[src/i2cm_pkg.sv]
package i2cm_pkg;

  localparam int COUNT_WIDTH_DEF = 16;
  localparam int DELAY_WIDTH_DEF = 16;
  localparam int HALF_W = 16;
  localparam int ADDR_W = 8;
  localparam int BYTE_W = 8;
  localparam int ACT_W = 2;
  localparam int STAT_W = 2;
  localparam int BCNT_W = 16;

  localparam logic [ACT_W-1:0] ACT_TICK  = 2'd0;
  localparam logic [ACT_W-1:0] ACT_WRITE = 2'd1;
  localparam logic [ACT_W-1:0] ACT_READ  = 2'd2;
  localparam logic [ACT_W-1:0] ACT_RSVD  = 2'd3;

  localparam logic [STAT_W-1:0] ST_OK        = 2'd0;
  localparam logic [STAT_W-1:0] ST_ADDR_NACK = 2'd1;
  localparam logic [STAT_W-1:0] ST_DATA_NACK = 2'd2;

  localparam logic [BYTE_W-1:0] MSB_MASK = 8'h80;

  // one tick after the front end has sorted the command
  typedef struct packed {
    logic              start_wr;
    logic              start_rd;
    logic [ADDR_W-1:0] addr;
    logic [BCNT_W-1:0] count;
    logic [BYTE_W-1:0] tx_byte;
    logic              tx_ready;
    logic              sda;
  } tick_t;

endpackage

[src/i2cm_front.sv]
module i2cm_front
  import i2cm_pkg::*;
(
  input  logic              clk,
  input  logic              rst_n,
  input  logic              in_valid,
  output logic              in_stall,
  input  logic [ACT_W-1:0]  in_action,
  input  logic [ADDR_W-1:0] in_dev_addr,
  input  logic [BCNT_W-1:0] in_byte_count,
  input  logic [BYTE_W-1:0] in_tx_byte,
  input  logic              in_tx_ready,
  input  logic              in_sda_in,
  output logic              q_valid,
  input  logic              q_pop,
  output tick_t             q_tick
);

  // two-entry queue between classification and the bus engine
  tick_t     mem_r [2];
  logic      wp_r, rp_r;
  logic [1:0] cnt_r;
  tick_t     cls;
  logic      push;

  always_comb begin
    cls.start_wr = (in_action == ACT_WRITE);
    cls.start_rd = (in_action == ACT_READ);
    cls.addr     = in_dev_addr;
    cls.count    = in_byte_count;
    cls.tx_byte  = in_tx_byte;
    cls.tx_ready = in_tx_ready;
    cls.sda      = in_sda_in;
  end

  assign in_stall = (cnt_r == 2'd2);
  assign push     = in_valid && !in_stall;
  assign q_valid  = (cnt_r != 2'd0);
  assign q_tick   = mem_r[rp_r];

  always_ff @(posedge clk) begin
    if (push) mem_r[wp_r] <= cls;
  end

  always_ff @(posedge clk) begin
    if (!rst_n) begin
      wp_r  <= 1'b0;
      rp_r  <= 1'b0;
      cnt_r <= 2'd0;
    end else begin
      if (push) wp_r <= ~wp_r;
      if (q_pop) rp_r <= ~rp_r;
      cnt_r <= cnt_r + {1'b0, push} - {1'b0, q_pop};
    end
  end

endmodule

[src/i2cm_engine.sv]
module i2cm_engine
  import i2cm_pkg::*;
#(
  parameter int COUNT_WIDTH = COUNT_WIDTH_DEF,
  parameter int DELAY_WIDTH = DELAY_WIDTH_DEF
) (
  input  logic              clk,
  input  logic              rst_n,
  input  logic [DELAY_WIDTH-1:0] half_period,
  input  logic              q_valid,
  output logic              q_pop,
  input  tick_t             q_tick,
  output logic              out_valid,
  input  logic              out_stall,
  output logic              out_scl_release,
  output logic              out_sda_release,
  output logic              out_tx_take,
  output logic [BYTE_W-1:0] out_rx_byte,
  output logic              out_rx_valid,
  output logic              out_done_res,
  output logic [STAT_W-1:0] out_status,
  output logic              out_busy_res
);

  typedef enum logic [4:0] {
    PH_IDLE, PH_START_A, PH_START_B, PH_TX_LO, PH_TX_HI,
    PH_ACK_LO, PH_ACK_HI, PH_WAIT_TX, PH_RX_LO, PH_RX_HI,
    PH_MACK_LO, PH_MACK_HI, PH_STOP_A, PH_STOP_B
  } phase_t;

  localparam logic [COUNT_WIDTH-1:0] CNT_MAX = {COUNT_WIDTH{1'b1}};

  phase_t                  phase_r, phase_nxt;
  logic [DELAY_WIDTH-1:0]  dly_r, dly_nxt;
  logic [3:0]              bit_r, bit_nxt;
  logic [BYTE_W-1:0]       sh_r, sh_nxt;
  logic [COUNT_WIDTH-1:0]  left_r, left_nxt;
  logic                    rd_r, rd_nxt, ab_r, ab_nxt;
  logic [STAT_W-1:0]       err_r, err_nxt;
  logic                    scl_r, scl_nxt, sda_r, sda_nxt;
  logic                    take, rxv, done;
  logic [BYTE_W-1:0]       rxb;
  logic [STAT_W-1:0]       stat;
  logic [COUNT_WIDTH-1:0]  cnt_in;
  logic [DELAY_WIDTH:0]    dly_inc;
  logic [BYTE_W-1:0]       sh_tmp;
  logic [3:0]              bit_tmp;
  logic                    step;

  // output register; a new tick enters when it is empty or being taken
  logic ov_r;
  assign step = q_valid && (!ov_r || !out_stall);
  assign q_pop = step;
  assign out_valid = ov_r;

  always_comb begin
    if (COUNT_WIDTH >= BCNT_W)
      cnt_in = COUNT_WIDTH'(q_tick.count);
    else if (q_tick.count > BCNT_W'(CNT_MAX))
      cnt_in = CNT_MAX;
    else
      cnt_in = q_tick.count[COUNT_WIDTH-1:0];
  end

  function automatic void drive(input phase_t ph, input logic [BYTE_W-1:0] sb,
                                input logic zero_left, output logic c, output logic d);
    unique case (ph)
      PH_START_B: begin c = 1'b1; d = 1'b0; end
      PH_TX_LO:   begin c = 1'b0; d = |(sb & MSB_MASK); end
      PH_TX_HI:   begin c = 1'b1; d = |(sb & MSB_MASK); end
      PH_ACK_LO, PH_WAIT_TX, PH_RX_LO: begin c = 1'b0; d = 1'b1; end
      PH_ACK_HI, PH_RX_HI: begin c = 1'b1; d = 1'b1; end
      PH_MACK_LO: begin c = 1'b0; d = zero_left; end
      PH_MACK_HI: begin c = 1'b1; d = zero_left; end
      PH_STOP_A:  begin c = 1'b0; d = 1'b0; end
      PH_STOP_B:  begin c = 1'b1; d = 1'b0; end
      default:    begin c = 1'b1; d = 1'b1; end
    endcase
  endfunction

  always_comb begin
    phase_nxt = phase_r; dly_nxt = dly_r; bit_nxt = bit_r; sh_nxt = sh_r;
    left_nxt = left_r; rd_nxt = rd_r; ab_nxt = ab_r; err_nxt = err_r;
    scl_nxt = scl_r; sda_nxt = sda_r;
    take = 1'b0; rxv = 1'b0; done = 1'b0; rxb = '0; stat = ST_OK;
    dly_inc = {1'b0, dly_r} + 1'b1;
    sh_tmp = '0; bit_tmp = '0;
    if (phase_r == PH_IDLE) begin
      if (q_tick.start_wr || q_tick.start_rd) begin
        rd_nxt = q_tick.start_rd;
        ab_nxt = 1'b1;
        err_nxt = ST_OK;
        bit_nxt = '0;
        sh_nxt = q_tick.start_rd ? (q_tick.addr | 8'h01) : q_tick.addr;
        left_nxt = (q_tick.start_rd && cnt_in == '0) ? COUNT_WIDTH'(1) : cnt_in;
        phase_nxt = PH_START_A;
        dly_nxt = '0;
        scl_nxt = 1'b1; sda_nxt = 1'b1;
      end
    end else if (phase_r == PH_WAIT_TX) begin
      if (q_tick.tx_ready) begin
        take = 1'b1; sh_nxt = q_tick.tx_byte; bit_nxt = '0;
        left_nxt = left_r - 1'b1; phase_nxt = PH_TX_LO;
      end
    end else if (dly_inc < {1'b0, half_period}) begin
      dly_nxt = dly_inc[DELAY_WIDTH-1:0];
    end else begin
      unique case (phase_r)
        PH_START_A: phase_nxt = PH_START_B;
        PH_START_B: phase_nxt = PH_TX_LO;
        PH_TX_LO:   phase_nxt = PH_TX_HI;
        PH_TX_HI: begin
          sh_nxt = sh_r << 1;
          bit_nxt = bit_r + 1'b1;
          phase_nxt = (bit_nxt >= 4'd8) ? PH_ACK_LO : PH_TX_LO;
        end
        PH_ACK_LO: phase_nxt = PH_ACK_HI;
        PH_ACK_HI: begin
          if (q_tick.sda) begin
            err_nxt = ab_r ? ST_ADDR_NACK : ST_DATA_NACK;
            phase_nxt = PH_STOP_A;
          end else if (ab_r && rd_r) begin
            ab_nxt = 1'b0; sh_nxt = '0; bit_nxt = '0; phase_nxt = PH_RX_LO;
          end else begin
            ab_nxt = 1'b0;
            if (left_r == '0) phase_nxt = PH_STOP_A;
            else if (q_tick.tx_ready) begin
              take = 1'b1; sh_nxt = q_tick.tx_byte; bit_nxt = '0;
              left_nxt = left_r - 1'b1; phase_nxt = PH_TX_LO;
            end else phase_nxt = PH_WAIT_TX;
          end
        end
        PH_RX_LO: phase_nxt = PH_RX_HI;
        PH_RX_HI: begin
          sh_tmp = {sh_r[BYTE_W-2:0], q_tick.sda};
          bit_tmp = bit_r + 1'b1;
          sh_nxt = sh_tmp; bit_nxt = bit_tmp;
          if (bit_tmp >= 4'd8) begin
            rxb = sh_tmp; rxv = 1'b1; left_nxt = left_r - 1'b1;
            phase_nxt = PH_MACK_LO;
          end else phase_nxt = PH_RX_LO;
        end
        PH_MACK_LO: phase_nxt = PH_MACK_HI;
        PH_MACK_HI: begin
          if (left_r != '0) begin
            sh_nxt = '0; bit_nxt = '0; phase_nxt = PH_RX_LO;
          end else phase_nxt = PH_STOP_A;
        end
        PH_STOP_A: phase_nxt = PH_STOP_B;
        PH_STOP_B: begin
          done = 1'b1; stat = err_r; phase_nxt = PH_IDLE;
        end
        default: phase_nxt = PH_IDLE;
      endcase
      dly_nxt = '0;
      drive(phase_nxt, sh_nxt, left_nxt == '0, scl_nxt, sda_nxt);
    end
    if (take) begin
      dly_nxt = '0;
      drive(PH_TX_LO, sh_nxt, 1'b0, scl_nxt, sda_nxt);
    end
  end

  always_ff @(posedge clk) begin
    if (!rst_n) begin
      phase_r <= PH_IDLE; dly_r <= '0; bit_r <= '0; sh_r <= '0; left_r <= '0;
      rd_r <= 1'b0; ab_r <= 1'b0; err_r <= ST_OK; scl_r <= 1'b1; sda_r <= 1'b1;
      ov_r <= 1'b0;
    end else begin
      if (step) begin
        phase_r <= phase_nxt; dly_r <= dly_nxt; bit_r <= bit_nxt; sh_r <= sh_nxt;
        left_r <= left_nxt; rd_r <= rd_nxt; ab_r <= ab_nxt; err_r <= err_nxt;
        scl_r <= scl_nxt; sda_r <= sda_nxt;
      end
      if (step) ov_r <= 1'b1;
      else if (!out_stall) ov_r <= 1'b0;
    end
  end

  always_ff @(posedge clk) begin
    if (step) begin
      out_scl_release <= scl_nxt;
      out_sda_release <= sda_nxt;
      out_tx_take     <= take;
      out_rx_byte     <= rxb;
      out_rx_valid    <= rxv;
      out_done_res    <= done;
      out_status      <= stat;
      out_busy_res    <= (phase_nxt != PH_IDLE);
    end
  end

endmodule

[src/i2c_master_transaction_engine.sv]
// channel | direction | handshake          | payload
// in_     | input     | in_valid/in_stall  | action, dev_addr, byte_count, tx_byte, tx_ready, sda_in
// out_    | output    | out_valid/out_stall| scl/sda release, tx_take, rx, done, status, busy
// cfg_    | input     | cfg_valid/cfg_ready| half_period_ticks
// one tick is accepted per clock while in_stall is low; each result is registered first in
// the two-entry front queue and then in the engine's output register
// synchronous active-low reset returns the bus to released, idle
// an output stall backs up into the queue, then stalls the input after two ticks
module i2c_master_transaction_engine
  import i2cm_pkg::*;
#(
  parameter int COUNT_WIDTH = COUNT_WIDTH_DEF,
  parameter int DELAY_WIDTH = DELAY_WIDTH_DEF
) (
  input  logic              clk,
  input  logic              rst_n,
  input  logic              cfg_valid,
  output logic              cfg_ready,
  input  logic [HALF_W-1:0] cfg_half_period_ticks,
  input  logic              in_valid,
  output logic              in_stall,
  input  logic [ACT_W-1:0]  in_action,
  input  logic [ADDR_W-1:0] in_dev_addr,
  input  logic [BCNT_W-1:0] in_byte_count,
  input  logic [BYTE_W-1:0] in_tx_byte,
  input  logic              in_tx_ready,
  input  logic              in_sda_in,
  output logic              out_valid,
  input  logic              out_stall,
  output logic              out_scl_release,
  output logic              out_sda_release,
  output logic              out_tx_take,
  output logic [BYTE_W-1:0] out_rx_byte,
  output logic              out_rx_valid,
  output logic              out_done_res,
  output logic [STAT_W-1:0] out_status,
  output logic              out_busy_res
);

  localparam logic [DELAY_WIDTH-1:0] DLY_MAX = {DELAY_WIDTH{1'b1}};

  logic [DELAY_WIDTH-1:0] half_r;
  logic [DELAY_WIDTH-1:0] half_nxt;
  logic   q_valid, q_pop;
  tick_t  q_tick;

  assign cfg_ready = 1'b1;

  always_comb begin
    if (cfg_half_period_ticks == '0) half_nxt = DELAY_WIDTH'(1);
    else if (DELAY_WIDTH >= HALF_W) half_nxt = DELAY_WIDTH'(cfg_half_period_ticks);
    else if (cfg_half_period_ticks > HALF_W'(DLY_MAX)) half_nxt = DLY_MAX;
    else half_nxt = cfg_half_period_ticks[DELAY_WIDTH-1:0];
  end

  always_ff @(posedge clk) begin
    if (!rst_n) half_r <= DELAY_WIDTH'(1);
    else if (cfg_valid) half_r <= half_nxt;
  end

  i2cm_front u_front (
    .clk, .rst_n, .in_valid, .in_stall, .in_action, .in_dev_addr, .in_byte_count,
    .in_tx_byte, .in_tx_ready, .in_sda_in, .q_valid, .q_pop, .q_tick
  );

  i2cm_engine #(.COUNT_WIDTH(COUNT_WIDTH), .DELAY_WIDTH(DELAY_WIDTH)) u_engine (
    .clk, .rst_n, .half_period(half_r), .q_valid, .q_pop, .q_tick,
    .out_valid, .out_stall, .out_scl_release, .out_sda_release, .out_tx_take,
    .out_rx_byte, .out_rx_valid, .out_done_res, .out_status, .out_busy_res
  );

endmodule

[config.mk]
export PLATFORM = sky130hd
export DESIGN_NAME = i2c_master_transaction_engine
export DESIGN_NICKNAME = d
export VERILOG_FILES = /design/src/i2cm_pkg.sv /design/src/i2cm_front.sv /design/src/i2cm_engine.sv /design/src/i2c_master_transaction_engine.sv
export SDC_FILE = /design/constraint.sdc
export NUM_CORES = 1
export LEC_CHECK = 0
export ABC_AREA = 1
export BUFFER_PORTS_ARGS = -buffer_cell sky130_fd_sc_hd__buf_2
export CAP_MARGIN = 30
export CORE_UTILIZATION = 45
export CTS_CLUSTER_DIAMETER = 150
export DETAILED_ROUTE_END_ITERATION = 16
export GPL_TIMING_DRIVEN = 1
export PLACE_DENSITY = 0.68
export SYNTH_ARGS = -nofsm -noshare
export SYNTH_HDL_FRONTEND = slang
export SYNTH_SLANG_ARGS = --single-unit
[constraint.sdc]
create_clock -name clk -period 8.8 [get_ports clk]
set_input_delay 0.44 -clock clk [delete_from_list [all_inputs] [get_ports clk]]
set_output_delay 0.44 -clock clk [all_outputs]
set_load 0.02 [all_outputs]
Word level (Yosys, flattened, before mapping). Memories as Yosys holds them, arrays and structs flattened. A register that Yosys moved wholly into a read port is not among the register bits. Cells that the tools add are included.

Add/subtract/negate cells: 5. Multipliers: 0. Divide/modulo/power cells: 0. $lt $le $gt $ge: 2. Equality and inequality tests: 37. Shift-type cells: 0. Muxes and demuxes: 98. Bitwise gates (word level): 5. Reductions and logical operators: 37.

Operators with widths (number): $mux W16 (19); $mux W8 (9); $logic_not A16 Y1 (4); $eq A5 B4 Y1 const B (11); $mux W5 (11); $pmux W5 S11 (1); $mux W4 (9); $eq A5 B3 Y1 const B (7); $mux W1 (34); $pmux W16 S2 (1); $pmux W8 S4 (1); $eq A5 B2 Y1 const B (4); $add A16 B1 Y17 const B (1); $lt A17 B16 Y1 (1); $mux W2 (8); $reduce_bool A16 Y1 (1); $sub A16 B1 Y16 const B (1); $reduce_and A7 Y1 (2); $pmux W4 S3 (1); $reduce_and A6 Y1 (2); $reduce_bool A5 Y1 (2); $mux W3 (3); $reduce_and A3 Y1 (3); $reduce_or A4 Y1 (2); other kinds (26) (46).

Flip-flop bits (word level): 92. Latch bits: 0. RAM bits: 72. ROM bits: 0. Bits of input ports: 57. Output and inout port bits: 19. Memories kept: 1.

Memory list: u_front.mem_r (words 2, bits a word 36, rd ports 1, clocked after Yosys merged registers in 1, write ports 1, line i2cm_front.sv:20) `tick_t mem_r [2];`.

Longest topological paths before layout. Gate-level depths: netlist (run 1).

Word-level depth: 15. Gate-level depth with buffers: 26. Depth with buffers taken out: 26.

Cells and area by module. A second synthesis (run 1) with hierarchy kept.

Cells, all modules: 1178. Area total of the unflattened synthesis: 9580.4 um^2.

Modules (own cells, without submodules): i2cm_engine (instances 1, cells each 940, area each 5950.7 um^2, sequential area each 1601.5 um^2); i2cm_front (instances 1, cells each 151, area each 3001.6 um^2, sequential area each 2262.2 um^2); i2c_master_transaction_engine (instances 1, cells each 87, area each 628.1 um^2, sequential area each 320.3 um^2).

Least setup slack after synthesis (run 1). OpenSTA, ideal clock, no wires.

Kind: register to register. Start: reg u_engine.dly_r[0]. End: reg u_engine.out_busy_res (data pin). Setup time: 0.275 ns. Arrival time: 3.058 ns. Required time: 8.525 ns. Setup slack: 5.467 ns. Stages on the path, launching flop included: 22. Buffers on the path: 1. Path through: dfxtp_1 -> ha_1 -> nand3_2 -> nor3_1 -> nand4_1 -> nor2_1 -> inv_1 -> nor2_1 -> inv_1 -> o21ai_0 -> inv_1 -> ha_1 -> nand4_1 -> inv_1 -> nand4_1 -> nor3_1 -> nand2_1 -> nand2_4 -> clkbuf_1 -> nor2_1 -> o21ai_0 -> o2111ai_1.

Cells in the longest elaborated chain, start to end: 6.

Ends and longest elaborated chain: start: declaration (line i2cm_engine.sv:34) `logic [DELAY_WIDTH-1:0] dly_r, dly_nxt;`; start signal: assignment (line i2cm_engine.sv:171) `phase_r <= phase_nxt; dly_r <= dly_nxt; bit_r <= bit_nxt; sh_r <= sh_nxt;`; $add A16 B1 Y17 (line i2cm_engine.sv:86) `dly_inc = {1'b0, dly_r} + 1'b1;`; $lt A17 B16 Y1 (line i2cm_engine.sv:105) `end else if (dly_inc < {1'b0, half_period}) begin`; $mux W5 (line i2cm_engine.sv:105); $mux W5 (line i2cm_engine.sv:100) `end else if (phase_r == PH_WAIT_TX) begin`; $mux W5 (line i2cm_engine.sv:88) `if (phase_r == PH_IDLE) begin`; $reduce_bool A5 Y1 (line i2cm_engine.sv:189) `out_busy_res <= (phase_nxt != PH_IDLE);`; end signal: assignment (line i2cm_engine.sv:189); end: declaration (line i2cm_engine.sv:22) `output logic out_busy_res`.

No other way between the ends. A chain may end at the register's enable or synchronous reset.

Worst setup path in the final report (run 1).
Start: reg u_engine.dly_r[0]. End: reg u_engine.bit_r[3].

Cells in the longest elaborated chain, start to end: 4.

Ends and longest elaborated chain: $add A16 B1 Y17 (line i2cm_engine.sv:86); $lt A17 B16 Y1 (line i2cm_engine.sv:105); $ne A3 B1 Y1 (no line); $reduce_and A7 Y1 (no line); end signal: assignment (line i2cm_engine.sv:171); end: declaration (line i2cm_engine.sv:35) `logic [3:0] bit_r, bit_nxt;`.

No other way between the ends.

==> flow_summary.yaml, run 1 <==
status:
  status: "finished clean"
critical_path:
  critical_path_buf_inv_count: 5
  r2r_setup_slack_ns: 4.37
  r2r_start: "u_engine.dly_r[0]"
  critPathTopFamily: "simple AND/OR/NAND/NOR gates"
  arrival_ns: 4.77
  cpPeakStageDelay_ns: 0.53
  r2r_cells: 21
  cp-start-kind: "register"
  crit_type: "reg2reg"
  crit_required_ns: 9.14
  end_kind: "register"
  path_max_fanout: 33
  timing.rr.end: "u_engine.bit_r[3]"
  path_cells: "ha_1 > nand3_2 > nor3_1 > nand4_1 > nor2_1 > inv_1 > nor2_1 > inv_1 > o21ai_0 > inv_1 > ha_1 > nand4_1 > inv_1 > nand4_1 > nor3_1 > nand2_1 > nand4_1 > nand2_1 > inv_2 > nand2_1 > o31a_1"
  cp_slowest_cell: "nand2_1"
drt:
  viasPerCell: 5.40
  detail_route.wl_per_cell_um: 15.8
  drtIter0Drc: 761
  wl_um: 24500
  drtPass1Iterations: 5
  ant_nets: 0
  drc: 0
  num_vias: 8352
clock_tree:
  cts_sinks: 165
  cts_max_level: 4
  clk_pin_slew_ns: 0.08
  cts_hold_buf: 0
  root_buffer: "clkbuf_16"
  cts_buffer_depth: 2
  cts_resized: 0
  clkLatencyLatePin_ns: 0.45
  cts_buffers: 17
  cts_setup_buffers: 0
  cts_tree: "built"
floorplan:
  core_mm2: 0.0202
  ioPinCount: 76
  die_h_um: 146
  die_w_um: 146
  die-area_mm2: 0.0212
  row_count: 52
  start_util_pct: 45.9
sta:
  finClkSkew_ns: 0.0158
  fin_crit_sh_pct: 50.4
  setup_viol: 0
  hold_violations: 0
  fmaxAchievable_mhz: 226
  tightestPinTransition_ns: 0.901
  slew_headroom_pct: 39.7
  tns_ns: 0
  fin_crit_ns: 4.43
  drv_slew: 0
  grt_setup_unrepaired: "no"
pwr:
  p_sw_share_pct: 48.2
  p_int_mw: 1.94
  p_sw_mw: 1.80
  seq_power_share_pct: 30.1
  leakage_nw: 4.53
  vdd_drop_max_uv: 237
  fin_total_pwr_mw: 3.74
  powerDensity_mw_per_mm2: 354
  p_comb_share_pct: 48.6
  p_clk_share_pct: 21.3
yosys:
  syn_area_mm2: 0.00928
  synth_area_per_cell_um2: 7.68
  syn_nets: 1286
  yosysUniqueCellTypes: 57
  synthFlopType: "edfxtp_1"
  synth-seq-cells: 165
  synth-seq-area-share_pct: 45.1
  yosys_warnings: 0
  async_reset_ff_share_pct: 0
  synth_enable_flop_cells: 88
  synth_cells: 1209
place:
  port_buffers: 74
  gp_congestion: 0.936
  placed_area_mm2: 0.00990
  detailed_place_hpwl_um: 17100
global_routing:
  grt.total_usage_pct: 23.9
  grt_max_degree: 42
  gr-total-overflow: 0
  grt_pass1_wl_um: 39900
  antenna_found_initial: 2
  first_global_vias: 7812
cells_and_area:
  final_cell_mix: "300 x nand2_1, 163 x nor2_1, 110 x inv_1"
  final_common_cell: "nand2_1"
  nNetsFinal: 1342
  area_growth_pct: 13.8
  antenna_cells: 0
  drive_above_1_share_pct: 14.3
  regArea_mm2: 0.00418
  multi_input_area_mm2: 0.00437
  fill_cells: 1875
  final_area_mm2: 0.0106
worst_hold_path:
  hold_start: "in_byte_count[13]"
  hold_depth: 1
  whs_endpoint: "u_front.mem_r[1][23]"
  min_path_type: "in2reg"
job:
  cap_violations: 0
## power by group through the flow
stage / logic (mW) / registers [mW] / clock network (mW)
after floorplan: 1.32 / 1.13 / 0
after global placement: 1.72 / 1.14 / 0
after detailed placement: 1.78 / 1.14 / 0
after CTS: 1.79 / 1.13 / 0.804
after global routing: 2.03 / 1.15 / 0.838
final: 1.82 / 1.13 / 0.795
## state kept, by name, summed over array words and instances, names as in the netlist, named ones only
| register | flops |
|---|---|
| u_engine.phase_r | 5 |
| u_engine.out_rx_valid | 1 |
| u_engine.rd_r | 1 |
| u_engine.out_busy_res | 1 |
| u_front.rp_r | 1 |
| u_engine.left_r | 16 |
| u_engine.out_rx_byte | 8 |
| u_front.wp_r | 1 |
| u_engine.sda_r | 1 |
| u_engine.out_valid | 1 |
| u_engine.ab_r | 1 |
| half_r | 16 |
| u_front.mem_r | 72 |
| u_engine.dly_r | 16 |
| u_engine.out_tx_take | 1 |
| u_engine.err_r | 2 |
| u_engine.out_sda_release | 1 |
| u_engine.out_status | 2 |
| u_front.cnt_r | 2 |
| u_engine.bit_r | 4 |
| u_engine.out_done_res | 1 |
| u_engine.out_scl_release | 1 |
| u_engine.scl_r | 1 |
| u_engine.sh_r | 8 |
## metrics by stage
| step | hold WS [ns] | setup slack, ns | std cells | utilization, % |
|---|---|---|---|---|
| floorplan | 0.426 | 5.47 | 1209 | - |
| global placement | 0.435 | 4.59 | 1512 | 48.5 |
| detailed placement | 0.473 | 4.50 | 1516 | 48.9 |
| CTS | 0.165 | 4.43 | 1548 | 52.2 |
| global route | 0.157 | 3.85 | 1548 | 52.2 |
| finish | 0.172 | 4.37 | 1548 | 52.2 |
## layer usage
layer / vias up / track usage, % / share of wire [%]
met4: 4 / 7.32 / 1.7
met5: - / 0 / 0.094
li1: 4147 / - / -
met3: 40 / 5.11 / 7.5
met2: 327 / 36.8 / 45
met1: 3834 / 33.5 / 46
## logic make-up (layout without fill, tap and decap cells)
group | count (synthesis) | after routing | synth area share, %
mux | 5 | 5 | 0.539
compound gates | 206 | 206 | 12.8
buf+inv | 177 | 246 | 7.95
xor+xnor | 14 | 14 | 1.32
simple gates | 621 | 621 | 29.6
flops | 165 | 165 | 45.1
fa+ha+maj | 20 | 20 | 2.70
other cells | 1 | 1 | 0.0404
## cells in the mapped netlist (all sizes together), types with 6 or more instances
| library cell | instances | share of area, % |
|---|---|---|
| dfxtp | 77 | 17 |
| xor2 | 10 | 0.94 |
| a31oi | 10 | 0.67 |
| or2 | 6 | 0.40 |
| nand2 | 318 | 14 |
| o22ai | 8 | 0.54 |
| nor2 | 176 | 7.6 |
| buf | 21 | 1.5 |
| inv | 125 | 5.1 |
| clkbuf | 27 | 1.1 |
| nor3 | 12 | 0.82 |
| nand3 | 75 | 4.4 |
| nand4 | 22 | 1.5 |
| ha | 20 | 2.7 |
| o21ai | 74 | 4.0 |
| edfxtp | 88 | 28 |
| a21oi | 85 | 4.9 |
## final cells by class
class | instances | share of cell area, %
Sequential cell | 165 | 39.6
Timing Repair Buffer | 85 | 4.86
Clock inverter | 15 | 2.18
Multi-Input combinational cell | 867 | 41.4
Tap cell | 270 | 3.20
Clock buffer | 17 | 4.03
Inverter | 129 | 4.68
## how the worst max path moves through the flow
| stage | to | cells after the start | slack (ns) | start |
|---|---|---|---|---|
| global route | u_engine.bit_r[2] | 22 | 3.85 | u_engine.dly_r[0] |
| detailed placement | u_engine.bit_r[3] | 21 | 4.50 | u_engine.dly_r[0] |
| global placement | u_engine.dly_r[9] | 24 | 4.59 | u_engine.dly_r[0] |
| CTS | u_engine.bit_r[3] | 21 | 4.43 | u_engine.dly_r[0] |
| finish | u_engine.bit_r[3] | 21 | 4.37 | u_engine.dly_r[0] |
| floorplan | u_engine.out_busy_res | 21 | 5.47 | u_engine.dly_r[0] |
No activity file was read; power rests on OpenSTA's default activity.
==> run 2, diff against run 1 <==
--- a/config.mk
+++ b/config.mk
@@ -12,7 +12,7 @@
 export CTS_CLUSTER_DIAMETER = 150
 export DETAILED_ROUTE_END_ITERATION = 16
 export GPL_TIMING_DRIVEN = 1
-export PLACE_DENSITY = 0.68
+export PLACE_DENSITY = 0.7
 export SYNTH_ARGS = -nofsm -noshare
 export SYNTH_HDL_FRONTEND = slang
 export SYNTH_SLANG_ARGS = --single-unit
==> constraint.sdc (replaced) <==
create_clock -name clk -period 3.79 [get_ports clk]
set_input_delay 0.1895 -clock clk [delete_from_list [all_inputs] [get_ports clk]]
set_output_delay 0.1895 -clock clk [all_outputs]
set_load 0.02 [all_outputs]
==> flow_summary.yaml, run 2 (synthesized netlist as in run 1, its figures left out) <==
status:
  status: "finished clean"
sta:
  tightestPinTransition_ns: 0.902
  finClkSkew_ns: 0.0136
  hold_violations: 0
  final.setup.worst_slack_ns: 0.176
  setup_viol: 0
  fin_crit_sh_pct: 95.4
  fin_crit_ns: 3.61
  drv_slew: 0
  fmaxAchievable_mhz: 277
  tns_ns: 0
  slew_headroom_pct: 39.6
worst_hold_path:
  hold_start: "cfg_half_period_ticks[10]"
  whs_endpoint: "half_r[10]"
  min_path_type: "in2reg"
  hold_depth: 3
critical_path:
  r2r_cells: 22
  cpPeakStageDelay_ns: 0.39
  critical_path_buf_inv_count: 3
  path_max_fanout: 8
  critPathTopFamily: "simple AND/OR/NAND/NOR gates"
  arrival_ns: 3.99
  cp-start-kind: "register"
  cp_slowest_cell: "dfxtp_2"
  crit_top_cell: "nand2_4"
  r2r_setup_slack_ns: 0.18
  crit_required_ns: 4.16
  path_cells: "nand2_1 > nor2_4 > nand3_2 > nor3_4 > nand3_1 > nor2_2 > nand3_1 > nor2_1 > xor2_1 > ha_1 > nand4_1 > nand4_1 > nor2_4 > nand2_4 > clkinv_4 > nand2_4 > nand2_4 > inv_4 > nor3_4 > clkbuf_16 > nand2_4 > a21oi_2"
  timing.rr.end: "u_engine.dly_r[4]"
  end_kind: "register"
  crit_type: "reg2reg"
  r2r_start: "u_engine.dly_r[2]"
cells_and_area:
  fill_cells: 1791
  antenna_cells: 0
  largest_register: "u_front.mem_r"
  area_growth_pct: 19.8
  largest_reg_flops: 72
  final_area_mm2: 0.0111
  final_cell_mix: "300 x nand2_1, 160 x nor2_1, 110 x inv_1"
  nNetsFinal: 1399
  final_common_cell: "nand2_1"
  drive_above_1_share_pct: 15.9
clock_tree:
  root_buffer: "clkbuf_16"
  cts_buffer_depth: 2
  clkLatencyLatePin_ns: 0.44
  cts_max_level: 4
  cts_buffers: 17
  cts_sinks: 165
  cts_tree: "built"
  clk_pin_slew_ns: 0.08
drt:
  ant_nets: 0
  route.met2.wl_um: 12100
  viasPerCell: 5.37
  route.met3.wl_um: 1630
  route.top_layer_used: "met5"
  detail_route.wl_per_cell_um: 16.0
  drtPass1Iterations: 5
  m1WireLength_um: 11500
  drc: 0
  num_vias: 8613
  wl_um: 25600
  drtIter0Drc: 890
pwr:
  vdd_drop_max_uv: 379
  powerDensity_mw_per_mm2: 791
  leakage_nw: 4.80
job:
  cap_violations: 0
place:
  placed_area_mm2: 0.00995
  detailed_place_hpwl_um: 17200
  place_worst_setup_slack_ns: 0.0642
  gp_congestion: 0.921
  port_buffers: 74
global_routing:
  grt.total_usage_pct: 24.2
  first_global_vias: 7968
  gr-total-overflow: 0
  antenna_found_initial: 1
  grt_max_degree: 34
  grt_pass1_wl_um: 40500
floorplan:
  die_w_um: 146
  row_count: 52
  start_util_pct: 45.9
  die-area_mm2: 0.0212
  ioPinCount: 76
  die_h_um: 146
  core_mm2: 0.0202
run 2: cell types whose count changed in the layout (fill, tap and decap cells not counted), sizes merged:
cell | before | now
inv | 133 | 137
clkbuf | 17 | 18
clkinv | 11 | 7
buf | 85 | 102
dlygate4sd3 | 0 | 39
run 2: worst max path at each step:
stage                      start                     to  cells after the start
6_report       u_engine.dly_r[2]      u_engine.dly_r[4]                     22
2_1_floorplan  u_engine.dly_r[0]  u_engine.out_busy_res                     21
3_3_place_gp   u_engine.dly_r[0]     u_engine.dly_r[14]                     25
4_1_cts        u_engine.dly_r[0]     u_engine.dly_r[13]                     25
3_5_place_dp   u_engine.dly_r[0]     u_engine.dly_r[14]                     25
5_1_grt        u_engine.dly_r[2]      u_engine.dly_r[4]                     22
run 2: final cells by class:
| class | count | area (um2) | share of cell area (%) |
|---|---|---|---|
| clock buffers | 17 | 425 | 3.82 |
| clock inverters | 15 | 181 | 1.63 |
| inverters | 129 | 494 | 4.44 |
| multi-input cells | 867 | 4450 | 40.0 |
| flip-flops and latches | 165 | 4190 | 37.7 |
| well taps | 270 | 338 | 3.04 |
| repair buffers | 142 | 1050 | 9.40 |
run 2: power by group:
| group | leakage, nW | switching [mW] | internal (mW) |
|---|---|---|---|
| registers | 1.46 | 0.305 | 2.32 |
| clock network | 0.298 | 0.868 | 0.907 |
| logic | 3.05 | 3.04 | 1.36 |
run 2: worst register-to-register path, delay by kind of cell, from the launching register on:
kind | cells | cell delay, ns
compound gates | 1 | 0.12
xor+xnor | 1 | 0.20
fa+ha+maj | 1 | 0.29
buf+inv | 3 | 0.40
flops | 1 | 0.39
simple gates | 16 | 2.15
run 2: per-stage QoR:
step | hold WS, ns | util [%] | instances | total power [mW]
after CTS | 0.0000646 | 54.1 | 1595 | 8.65
after global routing | 0.00645 | 55.0 | 1605 | 9.39
after global placement | 0.377 | 49.0 | 1522 | 6.80
final | 0.00657 | 55.0 | 1605 | 8.80
after detailed placement | 0.381 | 49.2 | 1524 | 6.85
after floorplan | 0.288 | - | 1209 | 5.69
run 2: what timing repair did:
item | CTS | global route
endpoints found under the hold margin | 73 | 0
hold buffers | 39 | 0
endpoints found under the setup margin | 0 | 66
resized for setup | 0 | 19
buffers inserted | 0 | 9
run 2: per-layer routing:
metal	track usage (%)	up-vias
met5	0	-
met4	8.16	2
met3	3.79	35
met2	38.3	304
met1	33.8	3993
li1	-	4279
